`src/rtl/core/tcnn_pkg.sv`:
```
// Shared types, constants and arithmetic helpers of the temporal CNN front end.
// Depends on nothing; all files but the interfaces and the RAM import it.
`timescale 1ns / 1ps

package tcnn_pkg;

  localparam int ACC_W = 48;
  localparam int Q_W   = ACC_W - 12;

  localparam logic CMD_WEIGHT = 1'b0;
  localparam logic CMD_SAMPLE = 1'b1;

  localparam logic signed [15:0] Q_ONE = 16'sd4096;

  typedef enum logic [1:0] {
    LAYER_TEMP,
    LAYER_MIX,
    LAYER_DEPTH,
    LAYER_PROJ
  } layer_t;

  typedef struct packed {
    logic   weight_we;
    logic   sample_we;
    logic   sample_shift;
    logic   issue;
    logic   is_bias;
    logic   last_term;
    layer_t layer;
    logic   push_mix;
    logic   push_zero;
    logic   clear;
    logic   release_pend;
  } dp_cmd_t;

  typedef struct packed {
    logic row_done;
    logic out_room;
  } dp_status_t;

  // exp(-j/16) in Q16 for j = 0 .. 16.
  function automatic logic [16:0] frac_rom(input logic [4:0] j);
    logic [16:0] v;
    case (j)
      5'd0:    v = 17'd65536;
      5'd1:    v = 17'd61565;
      5'd2:    v = 17'd57835;
      5'd3:    v = 17'd54331;
      5'd4:    v = 17'd51039;
      5'd5:    v = 17'd47947;
      5'd6:    v = 17'd45042;
      5'd7:    v = 17'd42313;
      5'd8:    v = 17'd39749;
      5'd9:    v = 17'd37341;
      5'd10:   v = 17'd35079;
      5'd11:   v = 17'd32954;
      5'd12:   v = 17'd30957;
      5'd13:   v = 17'd29082;
      5'd14:   v = 17'd27320;
      5'd15:   v = 17'd25664;
      default: v = 17'd24109;
    endcase
    return v;
  endfunction

  // exp(-a) in Q16 for a = 0 .. 8.
  function automatic logic [16:0] int_rom(input logic [3:0] a);
    logic [16:0] v;
    case (a)
      4'd0:    v = 17'd65536;
      4'd1:    v = 17'd24109;
      4'd2:    v = 17'd8869;
      4'd3:    v = 17'd3263;
      4'd4:    v = 17'd1200;
      4'd5:    v = 17'd442;
      4'd6:    v = 17'd162;
      4'd7:    v = 17'd60;
      default: v = 17'd22;
    endcase
    return v;
  endfunction

  // Round half up to Q4.12 and saturate to 16 bits.
  function automatic logic signed [15:0] round_sat(input logic signed [ACC_W-1:0] acc);
    logic signed [ACC_W-1:0] w;
    logic signed [Q_W-1:0]   q;
    logic signed [15:0]      r;
    w = acc + ACC_W'(2048);
    q = $signed(w[ACC_W-1:12]);
    if (q > Q_W'(32767)) begin
      r = 16'sd32767;
    end else if (q < -Q_W'(32768)) begin
      r = -16'sd32768;
    end else begin
      r = q[15:0];
    end
    return r;
  endfunction

endpackage

```
`src/rtl/core/tcnn_ctrl.sv`:
```
// Sequencer of the front end: frame bookkeeping, layer and row order, weight addresses.
// Depends on tcnn_pkg; drives tcnn_datapath through command and status structs.
`timescale 1ns / 1ps

module tcnn_ctrl #(
  parameter int INPUT_CHANNELS    = 4,
  parameter int FILTER_COUNT      = 8,
  parameter int EMBED_SIZE        = 8,
  parameter int FIRST_KERNEL      = 3,
  parameter int DEPTH_KERNEL_TAPS = 3,
  parameter int ADDR_W            = 9,
  parameter int TERM_W            = 4,
  parameter int ROW_W             = 3,
  parameter int CH_W              = 2
) (
  input  logic                    clk,
  input  logic                    rst_n,
  input  logic                    in_valid,
  input  logic                    in_cmd,
  input  logic                    in_eos,
  output logic                    in_ready,
  input  tcnn_pkg::dp_status_t    status,
  output tcnn_pkg::dp_cmd_t       cmd,
  output logic [CH_W-1:0]         channel,
  output logic [ROW_W-1:0]        row,
  output logic [TERM_W-1:0]       op_index,
  output logic [ADDR_W-1:0]       rd_addr,
  output logic [15:0]             out_frame
);
  import tcnn_pkg::*;

  localparam int R1     = FIRST_KERNEL - 1 - FIRST_KERNEL / 2;
  localparam int R3     = DEPTH_KERNEL_TAPS - 1 - DEPTH_KERNEL_TAPS / 2;
  localparam int OFF_WT = 0;
  localparam int OFF_BT = OFF_WT + FILTER_COUNT * INPUT_CHANNELS * FIRST_KERNEL;
  localparam int OFF_WS = OFF_BT + FILTER_COUNT;
  localparam int OFF_BS = OFF_WS + FILTER_COUNT * FILTER_COUNT;
  localparam int OFF_WD = OFF_BS + FILTER_COUNT;
  localparam int OFF_BD = OFF_WD + FILTER_COUNT * DEPTH_KERNEL_TAPS;
  localparam int OFF_WP = OFF_BD + FILTER_COUNT;
  localparam int OFF_BP = OFF_WP + EMBED_SIZE * FILTER_COUNT;

  typedef enum logic [10:0] {
    S_IDLE     = 11'b00000000001,
    S_FRAME    = 11'b00000000010,
    S_ISSUE    = 11'b00000000100,
    S_WAIT     = 11'b00000001000,
    S_PUSH     = 11'b00000010000,
    S_EMIT     = 11'b00000100000,
    S_AFTER    = 11'b00001000000,
    S_FL_SHIFT = 11'b00010000000,
    S_FL_PUSH  = 11'b00100000000,
    S_CLEAR    = 11'b01000000000,
    S_FINISH   = 11'b10000000000
  } state_t;

  state_t              state_r, state_nxt;
  logic [CH_W-1:0]     ch_r, ch_nxt;
  logic                eos_r, eos_nxt;
  logic [7:0]          ffill_r, ffill_nxt;
  logic [7:0]          mfill_r, mfill_nxt;
  logic [15:0]         ofc_r, ofc_nxt;
  layer_t              layer_r, layer_nxt;
  logic [ROW_W-1:0]    row_r, row_nxt;
  logic [TERM_W-1:0]   term_r, term_nxt;
  logic [ADDR_W-1:0]   wptr_r, wptr_nxt;
  logic [2:0]          fl1_r, fl1_nxt;
  logic [2:0]          fl3_r, fl3_nxt;

  logic [TERM_W-1:0]   n_terms;
  logic [ROW_W-1:0]    last_row;
  logic [ADDR_W-1:0]   bias_base;
  logic [7:0]          ffill_inc;
  logic [7:0]          mfill_inc;

  always_comb begin
    case (layer_r)
      LAYER_TEMP: begin
        n_terms   = TERM_W'(FIRST_KERNEL * INPUT_CHANNELS);
        last_row  = ROW_W'(FILTER_COUNT - 1);
        bias_base = ADDR_W'(OFF_BT);
      end
      LAYER_MIX: begin
        n_terms   = TERM_W'(FILTER_COUNT);
        last_row  = ROW_W'(FILTER_COUNT - 1);
        bias_base = ADDR_W'(OFF_BS);
      end
      LAYER_DEPTH: begin
        n_terms   = TERM_W'(DEPTH_KERNEL_TAPS);
        last_row  = ROW_W'(FILTER_COUNT - 1);
        bias_base = ADDR_W'(OFF_BD);
      end
      default: begin
        n_terms   = TERM_W'(FILTER_COUNT);
        last_row  = ROW_W'(EMBED_SIZE - 1);
        bias_base = ADDR_W'(OFF_BP);
      end
    endcase
  end

  assign ffill_inc = (ffill_r == 8'hFF) ? ffill_r : ffill_r + 8'd1;
  assign mfill_inc = (mfill_r == 8'hFF) ? mfill_r : mfill_r + 8'd1;

  assign in_ready  = (state_r == S_IDLE);
  assign channel   = ch_r;
  assign row       = row_r;
  assign op_index  = term_r - TERM_W'(1);
  assign out_frame = ofc_r;

  always_comb begin
    state_nxt = state_r;
    ch_nxt    = ch_r;
    eos_nxt   = eos_r;
    ffill_nxt = ffill_r;
    mfill_nxt = mfill_r;
    ofc_nxt   = ofc_r;
    layer_nxt = layer_r;
    row_nxt   = row_r;
    term_nxt  = term_r;
    wptr_nxt  = wptr_r;
    fl1_nxt   = fl1_r;
    fl3_nxt   = fl3_r;
    cmd       = '0;
    cmd.layer = layer_r;
    rd_addr   = wptr_r;

    unique case (state_r)
      S_IDLE: begin
        if (in_valid) begin
          if (in_cmd == CMD_WEIGHT) begin
            cmd.weight_we = 1'b1;
          end else begin
            cmd.sample_we    = 1'b1;
            cmd.sample_shift = (ch_r == '0);
            if (ch_r == CH_W'(INPUT_CHANNELS - 1) || in_eos) begin
              ch_nxt    = '0;
              eos_nxt   = in_eos;
              state_nxt = S_FRAME;
            end else begin
              ch_nxt = ch_r + CH_W'(1);
            end
          end
        end
      end
      S_FRAME: begin
        ffill_nxt = ffill_inc;
        if (ffill_inc <= 8'(R1)) begin
          state_nxt = S_AFTER;
        end else begin
          layer_nxt = LAYER_TEMP;
          row_nxt   = '0;
          term_nxt  = '0;
          wptr_nxt  = ADDR_W'(OFF_WT);
          state_nxt = S_ISSUE;
        end
      end
      S_ISSUE: begin
        // A projection row may start only when its result has somewhere to go.
        if (!(layer_r == LAYER_PROJ && term_r == '0 && !status.out_room)) begin
          cmd.issue     = 1'b1;
          cmd.is_bias   = (term_r == '0);
          cmd.last_term = (term_r == n_terms);
          if (term_r == '0) begin
            rd_addr = bias_base + ADDR_W'(row_r);
          end else begin
            wptr_nxt = wptr_r + ADDR_W'(1);
          end
          if (term_r == n_terms) begin
            state_nxt = S_WAIT;
          end else begin
            term_nxt = term_r + TERM_W'(1);
          end
        end
      end
      S_WAIT: begin
        if (status.row_done) begin
          term_nxt = '0;
          row_nxt  = '0;
          if (row_r == last_row) begin
            case (layer_r)
              LAYER_TEMP: begin
                layer_nxt = LAYER_MIX;
                wptr_nxt  = ADDR_W'(OFF_WS);
                state_nxt = S_ISSUE;
              end
              LAYER_MIX: begin
                state_nxt = S_PUSH;
              end
              LAYER_DEPTH: begin
                layer_nxt = LAYER_PROJ;
                wptr_nxt  = ADDR_W'(OFF_WP);
                state_nxt = S_ISSUE;
              end
              default: begin
                ofc_nxt   = ofc_r + 16'd1;
                state_nxt = S_AFTER;
              end
            endcase
          end else begin
            row_nxt   = row_r + ROW_W'(1);
            state_nxt = S_ISSUE;
          end
        end
      end
      S_PUSH: begin
        cmd.push_mix = 1'b1;
        mfill_nxt    = mfill_inc;
        state_nxt    = S_EMIT;
      end
      S_EMIT: begin
        if (mfill_r <= 8'(R3)) begin
          state_nxt = S_AFTER;
        end else begin
          layer_nxt = LAYER_DEPTH;
          row_nxt   = '0;
          term_nxt  = '0;
          wptr_nxt  = ADDR_W'(OFF_WD);
          state_nxt = S_ISSUE;
        end
      end
      S_AFTER: begin
        if (!eos_r) begin
          state_nxt = S_FINISH;
        end else if (fl1_r < 3'(R1)) begin
          state_nxt = S_FL_SHIFT;
        end else if (fl3_r < 3'(R3)) begin
          state_nxt = S_FL_PUSH;
        end else begin
          state_nxt = S_CLEAR;
        end
      end
      S_FL_SHIFT: begin
        cmd.sample_shift = 1'b1;
        fl1_nxt          = fl1_r + 3'd1;
        state_nxt        = S_FRAME;
      end
      S_FL_PUSH: begin
        cmd.push_mix  = 1'b1;
        cmd.push_zero = 1'b1;
        mfill_nxt     = mfill_inc;
        fl3_nxt       = fl3_r + 3'd1;
        state_nxt     = S_EMIT;
      end
      S_CLEAR: begin
        cmd.clear = 1'b1;
        ch_nxt    = '0;
        eos_nxt   = 1'b0;
        ffill_nxt = '0;
        mfill_nxt = '0;
        ofc_nxt   = '0;
        fl1_nxt   = '0;
        fl3_nxt   = '0;
        state_nxt = S_FINISH;
      end
      S_FINISH: begin
        if (status.out_room) begin
          cmd.release_pend = 1'b1;
          state_nxt        = S_IDLE;
        end
      end
      default: state_nxt = S_IDLE;
    endcase
  end

  always_ff @(posedge clk) begin
    if (!rst_n) begin
      state_r <= S_IDLE;
      ch_r    <= '0;
      eos_r   <= 1'b0;
      ffill_r <= '0;
      mfill_r <= '0;
      ofc_r   <= '0;
      layer_r <= LAYER_TEMP;
      row_r   <= '0;
      term_r  <= '0;
      wptr_r  <= '0;
      fl1_r   <= '0;
      fl3_r   <= '0;
    end else begin
      state_r <= state_nxt;
      ch_r    <= ch_nxt;
      eos_r   <= eos_nxt;
      ffill_r <= ffill_nxt;
      mfill_r <= mfill_nxt;
      ofc_r   <= ofc_nxt;
      layer_r <= layer_nxt;
      row_r   <= row_nxt;
      term_r  <= term_nxt;
      wptr_r  <= wptr_nxt;
      fl1_r   <= fl1_nxt;
      fl3_r   <= fl3_nxt;
    end
  end

endmodule

```
`config.mk`:
```
export PLATFORM = sky130hd
export DESIGN_NAME = tcnn_ctrl
export DESIGN_NICKNAME = d
export VERILOG_FILES = /design/src/rtl/core/tcnn_pkg.sv /design/src/rtl/core/tcnn_ctrl.sv
export SDC_FILE = /design/constraint.sdc
export NUM_CORES = 1
export LEC_CHECK = 0
export BUFFER_PORTS_ARGS = -buffer_cell sky130_fd_sc_hd__buf_2
export CAP_MARGIN = 20
export CORE_MARGIN = 4
export CORE_UTILIZATION = 35
export DETAILED_ROUTE_END_ITERATION = 10
export PLACE_DENSITY_LB_ADDON = 0.1
export SYNTH_ARGS = -nofsm -noshare
export SYNTH_HDL_FRONTEND = slang
export SYNTH_SLANG_ARGS = --single-unit
```
`constraint.sdc`:
```
create_clock -name clk -period 2.6 [get_ports clk]
set_clock_uncertainty 0.05 [all_clocks]
set_input_delay 0.13 -clock clk [delete_from_list [all_inputs] [get_ports clk]]
set_output_delay 0.13 -clock clk [all_outputs]
set_load 0.005 [all_outputs]
```
==> impl_metrics.env <==
export IMPL_synth_ff_type="dfxtp_1"
export IMPL_crit_start="state_r[6]"
export IMPL_yosys_area_share_simple_pct=35.2
export IMPL_status="complete, no violations"
export IMPL_nets=643
export IMPL_grt_use_total_pct=18.0
export IMPL_async_reset_ff_share_pct=0
export IMPL_slew_headroom_pct=54.3
export IMPL_drcViolationCount=0
export IMPL_synth_area_sq_um=4210
export IMPL_min_path_type="input port to flop"
export IMPL_grt_pass1_vias=3999
export IMPL_yosysWarnings=0
export IMPL_core_area_sq_um=11600
export IMPL_drtIter0Drc=255
export IMPL_clock_path_buffers=2
export IMPL_htreeDepth=3
export IMPL_cap_violations=0
export IMPL_path_max_fanout=6
export IMPL_fmax_mhz=402
export IMPL_insertion_delay_ns=0.35
export IMPL_ys_seq_area_share_pct=33.3
export IMPL_rsz0062_at_grt="no"
export IMPL_antennaDiodeCount=0
export IMPL_vdd_drop_max_uv=357
export IMPL_synth_mux_area_share_pct=2.44
export IMPL_clkTransAtPathRegs_ns=0.06
export IMPL_holdCritStartpoint="in_valid"
export IMPL_synthXorXnorAreaFrac_pct=4.37
export IMPL_antenna_found_initial=0
export IMPL_ys_seq_elements=70
export IMPL_worstPathArrival_ns=2.71
export IMPL_yosys_area_top_type_share_pct=33.3
export IMPL_avgSynthCellArea_sq_um=7.94
export IMPL_rows=39
export IMPL_grt_overflow=0
export IMPL_worst_slack_ns=0.111
export IMPL_synth_top_family_by_area="simple AND/OR/NAND/NOR gates"
export IMPL_synth_adder_area_share_pct=6.24
export IMPL_gp_congestion=0.847
export IMPL_grt_busiest_layer="met2"
export IMPL_post_cts_setup_buffer_count=0
export IMPL_via_count=4146
export IMPL_grtUsageMet2_pct=28.2
export IMPL_grt_met1_usage_pct=23.5
export IMPL_numClockSinks=70
export IMPL_worstSetupPathType="flop to flop"
export IMPL_clockRootBuffer="clkbuf_16"
export IMPL_grt_pass1_wl_microns=20400
export IMPL_synthTopCellsByArea="dfxtp_1 33%, ha_1 6.2%, nand2_1 5.2%, nor2_1 4.7%, a21oi_1 4.3%"
export IMPL_period_share_pct=95.7
export IMPL_yosys_area_top_type="dfxtp_1"
export IMPL_via_per_inst=5.44
export IMPL_holdWs_ns=0.169
export IMPL_avgRoutedWirePerCell_microns=15.9
export IMPL_drive_above_1_share_pct=22.9
export IMPL_powerDensity_nw_per_um2=492
export IMPL_dieWidth_microns=118
export IMPL_critPathLaunchType="flop"
export IMPL_tns_ns=0
export IMPL_final_max_slew_viol_count=0
export IMPL_leakagePower_nw=2.06
export IMPL_pre_cts_ws_ns=0.0833
export IMPL_syn_inst=530
export IMPL_final_hold_violation_count=0
export IMPL_numPortBuffers=53
export IMPL_wl_microns=12100
export IMPL_dpl_hpwl_microns=9130
export IMPL_setup_viol=0
export IMPL_numCtsBuffers=9
export IMPL_fillCellCount=1209
export IMPL_postRouteAntennaNets=0
export IMPL_crit_required_ns=2.82
export IMPL_ys_types=61
export IMPL_start_util_pct=36.3
export IMPL_synth_edf_count=0
export IMPL_fp_dieH_microns=118
export IMPL_cts_tree="yes"
export IMPL_tightest_slew_ns=0.685
export IMPL_syn_to_final_growth_pct=23.8
export IMPL_synth_compound_area_share_pct=14.6
export IMPL_grt_use_met3_pct=4.90
export IMPL_cp_end_kind="flop"
export IMPL_r2r_start="state_r[6]"
export IMPL_period_needed_ns=2.49
export IMPL_grt_max_degree=25
export IMPL_firstDrtPassIters=4
export IMPL_syn_num_nets=558
export IMPL_pin_count=54
export IMPL_dieArea_sq_um=13800
==> cells in the mapped netlist, drive strengths merged, types with 2 or more instances <==
| cell type | instances |
|---|---|
| xor2 | 7 |
| nor4 | 16 |
| nor3 | 20 |
| o21a | 3 |
| and3 | 10 |
| nand2b | 6 |
| clkbuf | 14 |
| ha | 21 |
| or4 | 11 |
| o21ai | 29 |
| nor2b | 4 |
| nand2 | 58 |
| a22oi | 2 |
| nand4 | 17 |
| o31ai | 8 |
| and4 | 7 |
| o22ai | 2 |
| xnor2 | 14 |
| nand4b | 3 |
| mux2 | 2 |
| a21oi | 36 |
| a31oi | 4 |
| nor2 | 53 |
| and2 | 5 |
| o311ai | 2 |
| or2b | 2 |
| buf | 3 |
| o211ai | 2 |
| and2b | 3 |
| nor3b | 3 |
| a31o | 2 |
| a311oi | 3 |
| a21o | 2 |
| or3 | 13 |
| nor4b | 6 |
| dfxtp | 70 |
| mux2i | 8 |
| inv | 22 |
| nand3 | 27 |
==> area by class of cell <==
cell class | instances | area (sq um) | area share (%)
clock buffers | 10 | 239 | 4.58
clock inverters | 5 | 35.0 | 0.672
inverters | 22 | 82.6 | 1.58
multi-input cells | 421 | 2720 | 52.1
flip-flops and latches | 70 | 1400 | 26.9
well taps | 143 | 179 | 3.43
repair buffers | 91 | 556 | 10.7
==> worst paths after layout <==
path	endpoint	slack, ns	cells after the start
setup reg to reg	term_r[3]	0.11	6
hold / removal	channel[0]	0.17	4
hold reg to reg	wptr_r[8]	0.43	2
setup / recovery	term_r[3]	0.11	6
==> kinds of logic after synthesis <==
family                     after synthesis
muxes                                   10
AOI/OAI and AO/OA                      101
xor gates and xnor gates                21
buffers and inverters                   39
and+or+nand+nor                        268
adders and majority gates               21
DFF                                     70
==> metal layers <==
layer	routed length [microns]	share of wire, %
met5	0	0
met4	294	2.4
met3	480	4.0
met2	5410	45
met1	5910	49
==> sequential cells by signal, indices dropped and copies added (netlist names) <==
| signal | flops |
|---|---|
| wptr_r | 9 |
| ffill_r | 8 |
| state_r | 11 |
| fl3_r | 3 |
| layer_r | 2 |
| term_r | 4 |
| row | 3 |
| fl1_r | 3 |
| eos_r | 1 |
| mfill_r | 8 |
| channel | 2 |
| out_frame | 16 |
==> cells in the final DEF (no fill, tap or decap), types with 10 or more instances in the layout <==
master	synthesis	final
nor2_1	53	53
o21ai_0	28	28
nand4_1	15	15
buf_2	2	53
dfxtp_1	70	68
or3_1	10	10
xnor2_1	14	14
ha_1	21	20
buf_4	1	36
nor3_1	20	16
a21oi_1	36	36
nand3_1	27	27
nand2_1	58	58
inv_1	22	22
nor4_1	13	11
==> critical path, stage by stage (launching register included) <==
cell and delay, ns:
dfxtp_1 0.38, or3_4 0.45, nor4_4 0.31, nor4_2 0.10, or4_4 0.56, or4_1 0.41
a21oi_1 0.15
==> per-stage QoR <==
stage                     utilization [%]  std cells  cell area [sq um]  power, W
final                                44.9        762               5210   0.00256
after global routing                 44.9        762               5210   0.00268
after CTS                            44.3        762               5140   0.00259
after detailed placement             41.7        745               4840   0.00141
after global placement               41.7        745               4840   0.00141
after floorplan                         -        530               4210   0.00128
==> what timing repair did <==
item,4_1_cts,5_1_grt
endpoints found under the setup margin,3,23
hold endpoints to repair,2,0
gates resized for setup,1,14
hold buffers,2,0
pin swaps,0,2
==> power by group <==
group	internal [W]	leakage (nW)	switching, W
Sequential	0.00109	0.565	0.0000183
Combinational	0.000123	1.36	0.000171
Clock	0.000668	0.135	0.000496
Power figures use the tool's default switching activity.
